File: src/design/spq_pkg.sv
// Shared types, sizes and codes for the sorted priority queue.
`default_nettype none

package spq_pkg;

    localparam int DEPTH   = 16;
    localparam int ADDR_W  = (DEPTH > 1) ? $clog2(DEPTH) : 1;
    localparam int CNT_W   = $clog2(DEPTH + 1);
    localparam int VAL_W   = 32;
    localparam int PRIO_W  = 8;
    localparam int STAT_W  = 2;
    localparam int COUNT_W = 5;
    localparam int ENTRY_W = VAL_W + PRIO_W;

    localparam logic CMD_INSERT = 1'b0;
    localparam logic CMD_REMOVE = 1'b1;

    typedef enum logic [STAT_W-1:0] {
        ST_DONE      = 2'd0,
        ST_FULL      = 2'd1,
        ST_NOT_FOUND = 2'd2
    } t_status;

    typedef enum logic [2:0] {
        S_IDLE,
        S_INS,
        S_INS0,
        S_FIND,
        S_SHIFT,
        S_RESP
    } t_state;

    typedef struct packed {
        logic signed [VAL_W-1:0] value;
        logic [PRIO_W-1:0]       prio;
    } t_entry;

    typedef struct packed {
        logic              we;
        logic [ADDR_W-1:0] waddr;
        t_entry            wdata;
        logic [ADDR_W-1:0] raddr;
    } t_ram_req;

    typedef struct packed {
        logic                    valid;
        t_status                 status;
        logic signed [VAL_W-1:0] value;
        logic [CNT_W-1:0]        count;
    } t_result;

endpackage

`default_nettype wire

File: src/design/spq_ram.sv
// Generic single-write, single-read RAM with registered read data.
`default_nettype none

module spq_ram #(
    parameter int ADDR_W = 4,
    parameter int DATA_W = 40
) (
    input  wire logic              i_clk,
    input  wire logic              i_we,
    input  wire logic [ADDR_W-1:0] i_waddr,
    input  wire logic [DATA_W-1:0] i_wdata,
    input  wire logic [ADDR_W-1:0] i_raddr,
    output logic      [DATA_W-1:0] o_rdata
);

    logic [DATA_W-1:0] r_mem [2**ADDR_W];

    always_ff @(posedge i_clk) begin
        if (i_we) begin
            r_mem[i_waddr] <= i_wdata;
        end
    end

    always_ff @(posedge i_clk) begin
        o_rdata <= r_mem[i_raddr];
    end

endmodule

`default_nettype wire

File: src/design/spq_ctrl.sv
// Sequencer that walks the sorted store one entry a cycle for insert and remove.
`default_nettype none

module spq_ctrl
    import spq_pkg::*;
(
    input  wire logic                    i_clk,
    input  wire logic                    i_rst_n,
    input  wire logic                    i_start,
    input  wire logic                    i_cmd,
    input  wire logic signed [VAL_W-1:0] i_value,
    input  wire logic [PRIO_W-1:0]       i_prio,
    input  wire logic                    i_out_free,
    input  wire t_entry                  i_rdata,
    output logic                         o_busy,
    output t_ram_req                     o_req,
    output t_result                      o_res
);

    t_state                  r_state, n_state;
    logic [CNT_W-1:0]        r_count, n_count;
    logic [ADDR_W-1:0]       r_idx, n_idx;
    logic signed [VAL_W-1:0] r_value, n_value;
    logic [PRIO_W-1:0]       r_prio, n_prio;
    t_status                 r_status, n_status;
    logic signed [VAL_W-1:0] r_removed, n_removed;

    logic [CNT_W-1:0]  count_m1;
    logic [ADDR_W-1:0] idx_p1;
    logic [CNT_W-1:0]  idx_ext;
    logic [CNT_W-1:0]  idx_p1_ext;
    logic              is_full;
    logic              is_empty;
    logic              prio_gt;
    logic              prio_eq;
    logic              prio_lt;

    assign count_m1   = r_count - CNT_W'(1);
    assign idx_p1     = r_idx + ADDR_W'(1);
    assign idx_ext    = {{(CNT_W-ADDR_W){1'b0}}, r_idx};
    assign idx_p1_ext = idx_ext + CNT_W'(1);
    assign is_full    = (r_count == CNT_W'(DEPTH));
    assign is_empty   = (r_count == '0);

    // the priority comparison against the read entry, used by the insert and find steps
    assign prio_gt = (i_rdata.prio > r_prio);
    assign prio_eq = (i_rdata.prio == r_prio);
    assign prio_lt = !prio_gt && !prio_eq;

    always_comb begin
        n_state = r_state;
        case (r_state)
            S_IDLE: begin
                if (i_start) begin
                    if (i_cmd == CMD_INSERT) begin
                        n_state = (is_full || is_empty) ? S_RESP : S_INS;
                    end else begin
                        n_state = is_empty ? S_RESP : S_FIND;
                    end
                end
            end
            S_INS: begin
                if (prio_gt) begin
                    n_state = (r_idx == '0) ? S_INS0 : S_INS;
                end else begin
                    n_state = S_RESP;
                end
            end
            S_INS0: n_state = S_RESP;
            S_FIND: begin
                if (prio_eq) begin
                    n_state = (idx_ext == count_m1) ? S_RESP : S_SHIFT;
                end else if (prio_lt || r_idx == '0) begin
                    n_state = S_RESP;
                end
            end
            S_SHIFT: begin
                if (idx_p1_ext == count_m1) begin
                    n_state = S_RESP;
                end
            end
            S_RESP: begin
                if (i_out_free) begin
                    n_state = S_IDLE;
                end
            end
            default: n_state = S_IDLE;
        endcase
    end

    always_comb begin
        n_count   = r_count;
        n_idx     = r_idx;
        n_value   = r_value;
        n_prio    = r_prio;
        n_status  = r_status;
        n_removed = r_removed;
        o_req     = '0;
        o_req.raddr = r_idx;
        case (r_state)
            S_IDLE: begin
                if (i_start) begin
                    n_value     = i_value;
                    n_prio      = i_prio;
                    n_removed   = '0;
                    n_status    = ST_DONE;
                    n_idx       = count_m1[ADDR_W-1:0];
                    o_req.raddr = count_m1[ADDR_W-1:0];
                    if (i_cmd == CMD_INSERT) begin
                        if (is_full) begin
                            n_status = ST_FULL;
                        end else if (is_empty) begin
                            o_req.we          = 1'b1;
                            o_req.waddr       = '0;
                            o_req.wdata.value = i_value;
                            o_req.wdata.prio  = i_prio;
                            n_count           = r_count + CNT_W'(1);
                        end
                    end else if (is_empty) begin
                        n_status = ST_NOT_FOUND;
                    end
                end
            end
            S_INS: begin
                o_req.we    = 1'b1;
                o_req.waddr = idx_p1;
                if (prio_gt) begin
                    // move the higher entry up one slot and keep walking down
                    o_req.wdata = i_rdata;
                    o_req.raddr = r_idx - ADDR_W'(1);
                    n_idx       = r_idx - ADDR_W'(1);
                end else begin
                    o_req.wdata.value = r_value;
                    o_req.wdata.prio  = r_prio;
                    n_count           = r_count + CNT_W'(1);
                end
            end
            S_INS0: begin
                o_req.we          = 1'b1;
                o_req.waddr       = '0;
                o_req.wdata.value = r_value;
                o_req.wdata.prio  = r_prio;
                n_count           = r_count + CNT_W'(1);
            end
            S_FIND: begin
                if (prio_eq) begin
                    n_removed = i_rdata.value;
                    if (idx_ext == count_m1) begin
                        n_count = count_m1;
                    end else begin
                        o_req.raddr = idx_p1;
                    end
                end else if (prio_lt || r_idx == '0) begin
                    n_status = ST_NOT_FOUND;
                end else begin
                    o_req.raddr = r_idx - ADDR_W'(1);
                    n_idx       = r_idx - ADDR_W'(1);
                end
            end
            S_SHIFT: begin
                // close the gap: entry above moves down into this slot
                o_req.we    = 1'b1;
                o_req.waddr = r_idx;
                o_req.wdata = i_rdata;
                if (idx_p1_ext == count_m1) begin
                    n_count = count_m1;
                end else begin
                    o_req.raddr = r_idx + ADDR_W'(2);
                    n_idx       = idx_p1;
                end
            end
            default: ;
        endcase
    end

    always_ff @(posedge i_clk) begin
        if (!i_rst_n) begin
            r_state <= S_IDLE;
            r_count <= '0;
        end else begin
            r_state <= n_state;
            r_count <= n_count;
        end
    end

    always_ff @(posedge i_clk) begin
        r_idx     <= n_idx;
        r_value   <= n_value;
        r_prio    <= n_prio;
        r_status  <= n_status;
        r_removed <= n_removed;
    end

    assign o_busy       = (r_state != S_IDLE);
    assign o_res.valid  = (r_state == S_RESP);
    assign o_res.status = r_status;
    assign o_res.value  = r_removed;
    assign o_res.count  = r_count;

endmodule

`default_nettype wire

File: src/design/sorted_priority_queue.sv
// Sorted priority queue: up to DEPTH entries kept in ascending priority order.
// Insert into an empty or full store goes straight to the result; else it walks down
// from the top, moving each held entry above the insert point up one slot.
// Remove walks down to the match then shifts the upper part; one command at a time,
// the next accepted once the result is in the output register.
// Reset (synchronous, active low) empties the store; entry contents are not cleared.
`default_nettype none

module sorted_priority_queue
    import spq_pkg::*;
(
    input  wire logic                    i_clk,
    input  wire logic                    i_rst_n,
    input  wire logic                    i_in_valid,
    output logic                         o_in_stall,
    input  wire logic                    i_cmd,
    input  wire logic signed [VAL_W-1:0] i_item_value,
    input  wire logic [PRIO_W-1:0]       i_item_priority,
    output logic                         o_out_valid,
    input  wire logic                    i_out_stall,
    output logic [STAT_W-1:0]            o_status,
    output logic signed [VAL_W-1:0]      o_removed_value,
    output logic [COUNT_W-1:0]           o_entry_count
);

    logic                    busy;
    logic                    start;
    logic                    out_free;
    t_ram_req                req;
    t_result                 res;
    t_entry                  rdata;
    logic [ENTRY_W-1:0]      rdata_bits;
    logic [CNT_W+COUNT_W-1:0] count_wide;

    logic                    r_out_valid;
    logic [STAT_W-1:0]       r_status;
    logic signed [VAL_W-1:0] r_removed_value;
    logic [COUNT_W-1:0]      r_entry_count;

    assign start    = i_in_valid && !busy;
    assign out_free = !r_out_valid || !i_out_stall;
    assign rdata    = t_entry'(rdata_bits);
    assign count_wide = {{COUNT_W{1'b0}}, res.count};

    spq_ram #(
        .ADDR_W (ADDR_W),
        .DATA_W (ENTRY_W)
    ) u_ram (
        .i_clk   (i_clk),
        .i_we    (req.we),
        .i_waddr (req.waddr),
        .i_wdata (req.wdata),
        .i_raddr (req.raddr),
        .o_rdata (rdata_bits)
    );

    spq_ctrl u_ctrl (
        .i_clk      (i_clk),
        .i_rst_n    (i_rst_n),
        .i_start    (start),
        .i_cmd      (i_cmd),
        .i_value    (i_item_value),
        .i_prio     (i_item_priority),
        .i_out_free (out_free),
        .i_rdata    (rdata),
        .o_busy     (busy),
        .o_req      (req),
        .o_res      (res)
    );

    always_ff @(posedge i_clk) begin
        if (!i_rst_n) begin
            r_out_valid <= 1'b0;
        end else if (res.valid && out_free) begin
            r_out_valid <= 1'b1;
        end else if (!i_out_stall) begin
            r_out_valid <= 1'b0;
        end
    end

    always_ff @(posedge i_clk) begin
        if (res.valid && out_free) begin
            r_status        <= res.status;
            r_removed_value <= res.value;
            r_entry_count   <= count_wide[COUNT_W-1:0];
        end
    end

    assign o_in_stall      = busy;
    assign o_out_valid     = r_out_valid;
    assign o_status        = r_status;
    assign o_removed_value = r_removed_value;
    assign o_entry_count   = r_entry_count;

endmodule

`default_nettype wire

File: config.mk
export PLATFORM = sky130hd
export DESIGN_NAME = sorted_priority_queue
export DESIGN_NICKNAME = d
export VERILOG_FILES = /design/src/design/spq_pkg.sv /design/src/design/spq_ram.sv /design/src/design/spq_ctrl.sv /design/src/design/sorted_priority_queue.sv
export SDC_FILE = /design/constraint.sdc
export NUM_CORES = 1
export LEC_CHECK = 0
export BUFFER_PORTS_ARGS = -buffer_cell sky130_fd_sc_hd__buf_2
export CORE_MARGIN = 2
export CORE_UTILIZATION = 55
export CTS_BUF_LIST = sky130_fd_sc_hd__clkbuf_8
export DETAILED_ROUTE_END_ITERATION = 7
export GPL_ROUTABILITY_DRIVEN = 0
export PLACE_DENSITY = 0.81
export SYNTH_ARGS = -nofsm -noshare
export SYNTH_HDL_FRONTEND = slang
export SYNTH_HIERARCHICAL = 1
export SYNTH_SLANG_ARGS = --single-unit
File: constraint.sdc
create_clock -name i_clk -period 9.2 [get_ports i_clk]
set_clock_uncertainty 0.1 [all_clocks]
set_input_delay 0 -clock i_clk [delete_from_list [all_inputs] [get_ports i_clk]]
set_output_delay 0 -clock i_clk [all_outputs]
set_load 0.03 [all_outputs]
**Word-level counts from Yosys, hierarchy flattened**

Memories as Yosys holds them, arrays and structs flattened. A register that Yosys moved wholly into a read port is not among the register bits.
Index checks and enable logic that the tools add are counted.

- $add $sub $neg: 6
- Order comparisons: 1
- Equal/unequal tests: 23
- Mux-type cells: 51
- Reduce and logical (&&, ||, !) cells: 24

Operator list:

| cell | count |
|---|---|
| one-hot mux 45 bit (4 select lines) | 1 |
| two-way mux 45 bit | 3 |
| two-way mux 32 bit | 2 |
| one-hot mux 32 bit (2 select lines) | 1 |
| two-way mux 49 bit | 1 |
| two-way mux 40 bit | 1 |
| two-way mux 5 bit | 8 |
| two-way mux 4 bit | 8 |
| one-hot mux 4 bit (4 select lines) | 2 |
| two-way mux 3 bit | 9 |
| one-hot mux 5 bit (5 select lines) | 1 |
| one-hot mux 3 bit (6 select lines) | 1 |
| inequality test 2 bit, second input constant | 7 |
| two-way mux 2 bit | 6 |
| inequality test 2 x 1 -> 1 bit, second input constant | 6 |
| AND reduction 4 bit | 3 |
| AND reduction 9 bit | 1 |
| equality test 8 bit | 1 |
| > comparator 8 bit | 1 |
| equality test 3 x 2 -> 1 bit, second input constant | 2 |
| equality test 3 bit, second input constant | 2 |
| two-way mux 1 bit | 6 |
| adder 4 x 1 -> 5 bit, second input constant | 1 |
| adder 5 x 1 -> 5 bit, second input constant | 1 |
| 22 further kinds | 30 |

- Register bits after elaboration: 126
- Bits in writable memories: 640
- Input bits: 45
- Output and inout port bits: 41
- Word-level logic and storage cells: 117
- Memories kept: 1

Memories:

| name | depth | bits a word | read ports | clocked after memory_dff | wr ports | RTL line | text |
|---|---|---|---|---|---|---|---|
| u_ram.r_mem | 16 | 40 | 1 | 1 | 1 | spq_ram.sv:16 | `logic [DATA_W-1:0] r_mem [2**ADDR_W];` |

**Longest topological paths before layout**

- Depth after elaboration: 8
- Gate-level depth with buffers: 16
- Gate-level depth less buffers: 12

**Hierarchy**

The synthesis kept the hierarchy.

By module, submodules not included:

| module | instances | cells an instance | area an instance (um^2) | sequential area each (um^2) |
|---|---|---|---|---|
| spq_ram | 1 | 1040 | 25131.6 | 20019.2 |
| spq_ctrl | 1 | 478 | 5154.9 | 2502.4 |
| sorted_priority_queue | 1 | 45 | 1218.7 | 1191.1 |

**Worst setup path before layout**

OpenSTA, ideal clock, no wires.

- Kind: reg-to-reg
- Start point: register u_ctrl.r_count[0]
- End point: memory u_ram.r_mem[0][0] (enable)
- Data arrival time: 5.388 ns
- Setup slack: 3.225 ns
- Stages on the path, launching flop included: 12
- Path buffers: 3
- Cell sequence: dfxtp_1 -> inv_1 -> ha_1 -> or3b_1 -> buf_6 -> nor3_1 -> nor2b_1 -> clkbuf_1 -> clkbuf_1 -> or3_1 -> or3b_2 -> nor3_1

RTL lines:

| item | RTL line | text |
|---|---|---|
| start: declaration | spq_ctrl.sv:21 | `logic [CNT_W-1:0] r_count, n_count;` |
| start signal: assignment | spq_ctrl.sv:182 | `r_count <= n_count;` |
| end: declaration | spq_ram.sv:16 |  |

==> metrics.csv <==
stage,metric,value,unit
cells_and_area,fin_util,63.59,%
cts,cts-root-buf,clkbuf_8,
floorplanning,ioPinCount,86,
logic_synthesis,synth-seq-cells,806,
sta,slew_viol_final,0,
power,powerDensity,408.8,nW/um2
sta,worst_pin_slew,1.383,ns
placement,dp_hpwl,34.53,mm
power,p_total,14.69,mW
cts,cts_max_level,3,
detailed_routing,vias_per_cell,6.318,
logic_synthesis,synth_top_cell_area_share,72.15,%
min_path,hp-start,i_rst_n,
cts,cts_made_buffers,118,
detailed_routing,wl,71.32,mm
sta,fin_tns_setup,0,ns
global_route,grt_max_degree,161,
cts,clock_latency,0.72,ns
min_path,hold_end,u_ctrl/r_state[0]$_SDFFE_PN0P_,
cells_and_area,nets,1857,
sta,finalCritPeriodShare,60.43,%
floorplanning,start_util,55.77,%
logic_synthesis,synth-edff-count,757,
logic_synthesis,synth_top_cell_by_area,edfxtp_1,
floorplanning,die_area,59210,um2
setup_path,timing.rr.end,u_ram/r_mem[3][22]$_DFFE_PP_,
setup_path,reg2reg_slack,3.64,ns
power,leakagePower,12.66,nW
global_route,antenna_found_initial,0,
cts,cts.path.max_buffers,3,
detailed_routing,drc,0,
cts,tritoncts,yes,
sta,final-hold-violation-count,0,
run,maxCapViolations,0,
outcome,status,completed,
detailed_routing,first_pass_iters,6,
global_route,grt_pass1_vias,16900,
detailed_routing,wl_per_cell,26.86,um
sta,fmax,179.9,MHz
logic_synthesis,syn_area,31510,um2
power,ir_drop,0.6278,mV
setup_path,critPathMaxFanout,48,
global_route,grt_overflow,0,
placement,post-place-ws,3.796,ns
logic_synthesis,synthFlopType,edfxtp_1,
min_path,hp-class,primary input to register,
setup_path,rr_startpoint,u_ctrl/r_state[1]$_SDFFE_PN0P_,
logic_synthesis,async_flop_share,0,%
floorplanning,core,56500,um2
cells_and_area,syn_to_final_growth,14.02,%
sta,setup_viol,0,
floorplanning,dieWidth,243.3,um
logic_synthesis,yosysMostFrequentCell,edfxtp_1,
logic_synthesis,synth_cell_type_count,70,
setup_path,reg2regPathDepth,10,
logic_synthesis,syn-num-nets,1623,
sta,slew_headroom,7.498,%
global_route,grt_pass1_wl,106.3,mm
cts,postCtsSetupBuffers,0,
setup_path,start_kind,register,
logic_synthesis,seq_area_frac_synth,75.27,%
logic_synthesis,synth_common_cells,"757 x edfxtp_1, 100 x mux4_2, 80 x a22oi_1, 77 x nand2_1, 60 x mux4_1",
setup_path,end_kind,register,
detailed_routing,drt-initial-drc-count,2236,
placement,io_buffers,85,
logic_synthesis,synth_cells,1563,
detailed_routing,ant_nets,0,
floorplanning,die_h,243.3,um
logic_synthesis,synth_area_per_cell,20.16,um2
sta,fin_crit,5.560,ns
cts,clk_pin_slew,0.06,ns
logic_synthesis,netlist_top_cells_area,"edfxtp_1 72%, mux4_2 7.1%, mux4_1 5.0%",
cells_and_area,drive_gt1_share,22.06,%
min_path,holdPathStages,3,
setup_path,worstPathArrival,5.80,ns
global_route,grt_usage,24.33,%
setup_path,worst-setup-path-type,register to register,
cells_and_area,n_antenna_cell,0,
setup_path,required,9.44,ns
sta,rsz0062_at_grt,no,
cts,cts_sinks,806,
detailed_routing,num_vias,16770,
floorplanning,rows,87,
sta,final.setup.worst_slack,3.641,ns
logic_synthesis,yosys_warnings,6,
critical path, cell delays in order (launching register included):
cell and delay [ns]:
dfxtp_2 0.68, nor3_1 0.48, inv_1 0.22, nor2b_1 0.56, nand2_1 0.30, nor2b_4 0.17
buf_4 0.60, or3_1 0.29, or3b_2 0.58, nor2_4 0.47, buf_4 0.67
where the power goes:
group | leakage [nW] | total [mW] | internal (mW) | switching [mW]
Sequential | 7.38 | 5.71 | 5.44 | 0.268
Clock | 1.33 | 2.73 | 1.40 | 1.33
Combinational | 3.95 | 6.25 | 2.45 | 3.80
Total | 12.7 | 14.7 | 9.29 | 5.40
layout make-up:
class / instances / area (um2)
multi-input combinational: 653 / 7341
timing repair buffer: 201 / 1539
tap: 756 / 945.9
clock inverter: 81 / 379.1
sequential: 806 / 23710
inverter: 17 / 63.81
fill: 3673 / 20570
clock buffer: 141 / 1941
flip-flops by register name, indices dropped and copies added, names as in the netlist:
register / cells
o_entry_count: 5
o_out_valid: 1
o_removed_value: 32
o_status: 2
u_ctrl/r_count: 5
u_ctrl/r_idx: 4
u_ctrl/r_prio: 8
u_ctrl/r_removed: 32
u_ctrl/r_state: 3
u_ctrl/r_status: 2
u_ctrl/r_value: 32
u_ram/o_rdata: 40
u_ram/r_mem: 640
cell families after synthesis:
| group | synth area share (%) |
|---|---|
| buffers and inverters | 2.073 |
| XOR/XNOR | 0.6354 |
| flip-flops | 75.27 |
| AO/OA/AOI/OAI | 5.921 |
| multiplexers | 12.35 |
| AND/OR/NAND/NOR | 3.161 |
| adder cells (fa/ha/maj) | 0.5957 |
worst max path at each step:
stage | start | endpoint
6_report | u_ctrl/r_state[1]$_SDFFE_PN0P_ | u_ram/r_mem[3][22]$_DFFE_PP_
5_1_grt | u_ctrl/r_state[1]$_SDFFE_PN0P_ | u_ram/r_mem[1][4]$_DFFE_PP_
4_1_cts | u_ctrl/r_state[1]$_SDFFE_PN0P_ | u_ram/r_mem[3][28]$_DFFE_PP_
3_5_place_dp | u_ctrl/r_state[1]$_SDFFE_PN0P_ | u_ram/r_mem[3][25]$_DFFE_PP_
3_3_place_gp | u_ctrl/r_state[1]$_SDFFE_PN0P_ | u_ram/r_mem[3][31]$_DFFE_PP_
2_1_floorplan | u_ctrl/r_count[0]$_SDFFE_PN0P_ | u_ram/r_mem[0][0]$_DFFE_PP_
per-stage QoR:
step | hold WS (ns) | instances | instance area, um2
floorplan | -0.001131 | 1563 | 31510
global placement | 0.09524 | 2346 | 32730
detailed placement | 0.09741 | 2346 | 32730
CTS | 0.01617 | 2655 | 35920
global route | 0.06134 | 2655 | 35920
finish | 0.08947 | 2655 | 35920
what timing repair did:
item	in CTS	in global routing
hold buffers	87	0
gates resized for setup	0	0
hold endpoints to repair	620	0
per-layer routing:
metal / GRT usage (%) / share of wire (%) / up-vias
li1: - / - / 7001
met1: 33.93 / 39 / 8530
met2: 38.88 / 49 / 1063
met3: 4.803 / 9.8 / 179
met4: 8.535 / 2.8 / 0
met5: 0 / 0 / -
layout by cell type (no fill, tap or decap), types with 8 or more instances in the layout:
cell type / count
edfxtp_1: 757
xnor2_1: 16
ha_1: 15
buf_2: 85
a21oi_1: 16
o21ai_0: 19
buf_4: 27
nor2_1: 24
nand2_1: 75
nor2_4: 13
dfxtp_1: 48
inv_1: 52
a22oi_1: 80
mux4_1: 60
clkinv_2: 13
clkbuf_8: 141
nand3_1: 8
clkinv_1: 24
a21o_1: 42
dlygate4sd3_1: 87
a22o_1: 40
mux4_2: 100
and3_1: 33
Power figures use the tool's default switching activity.
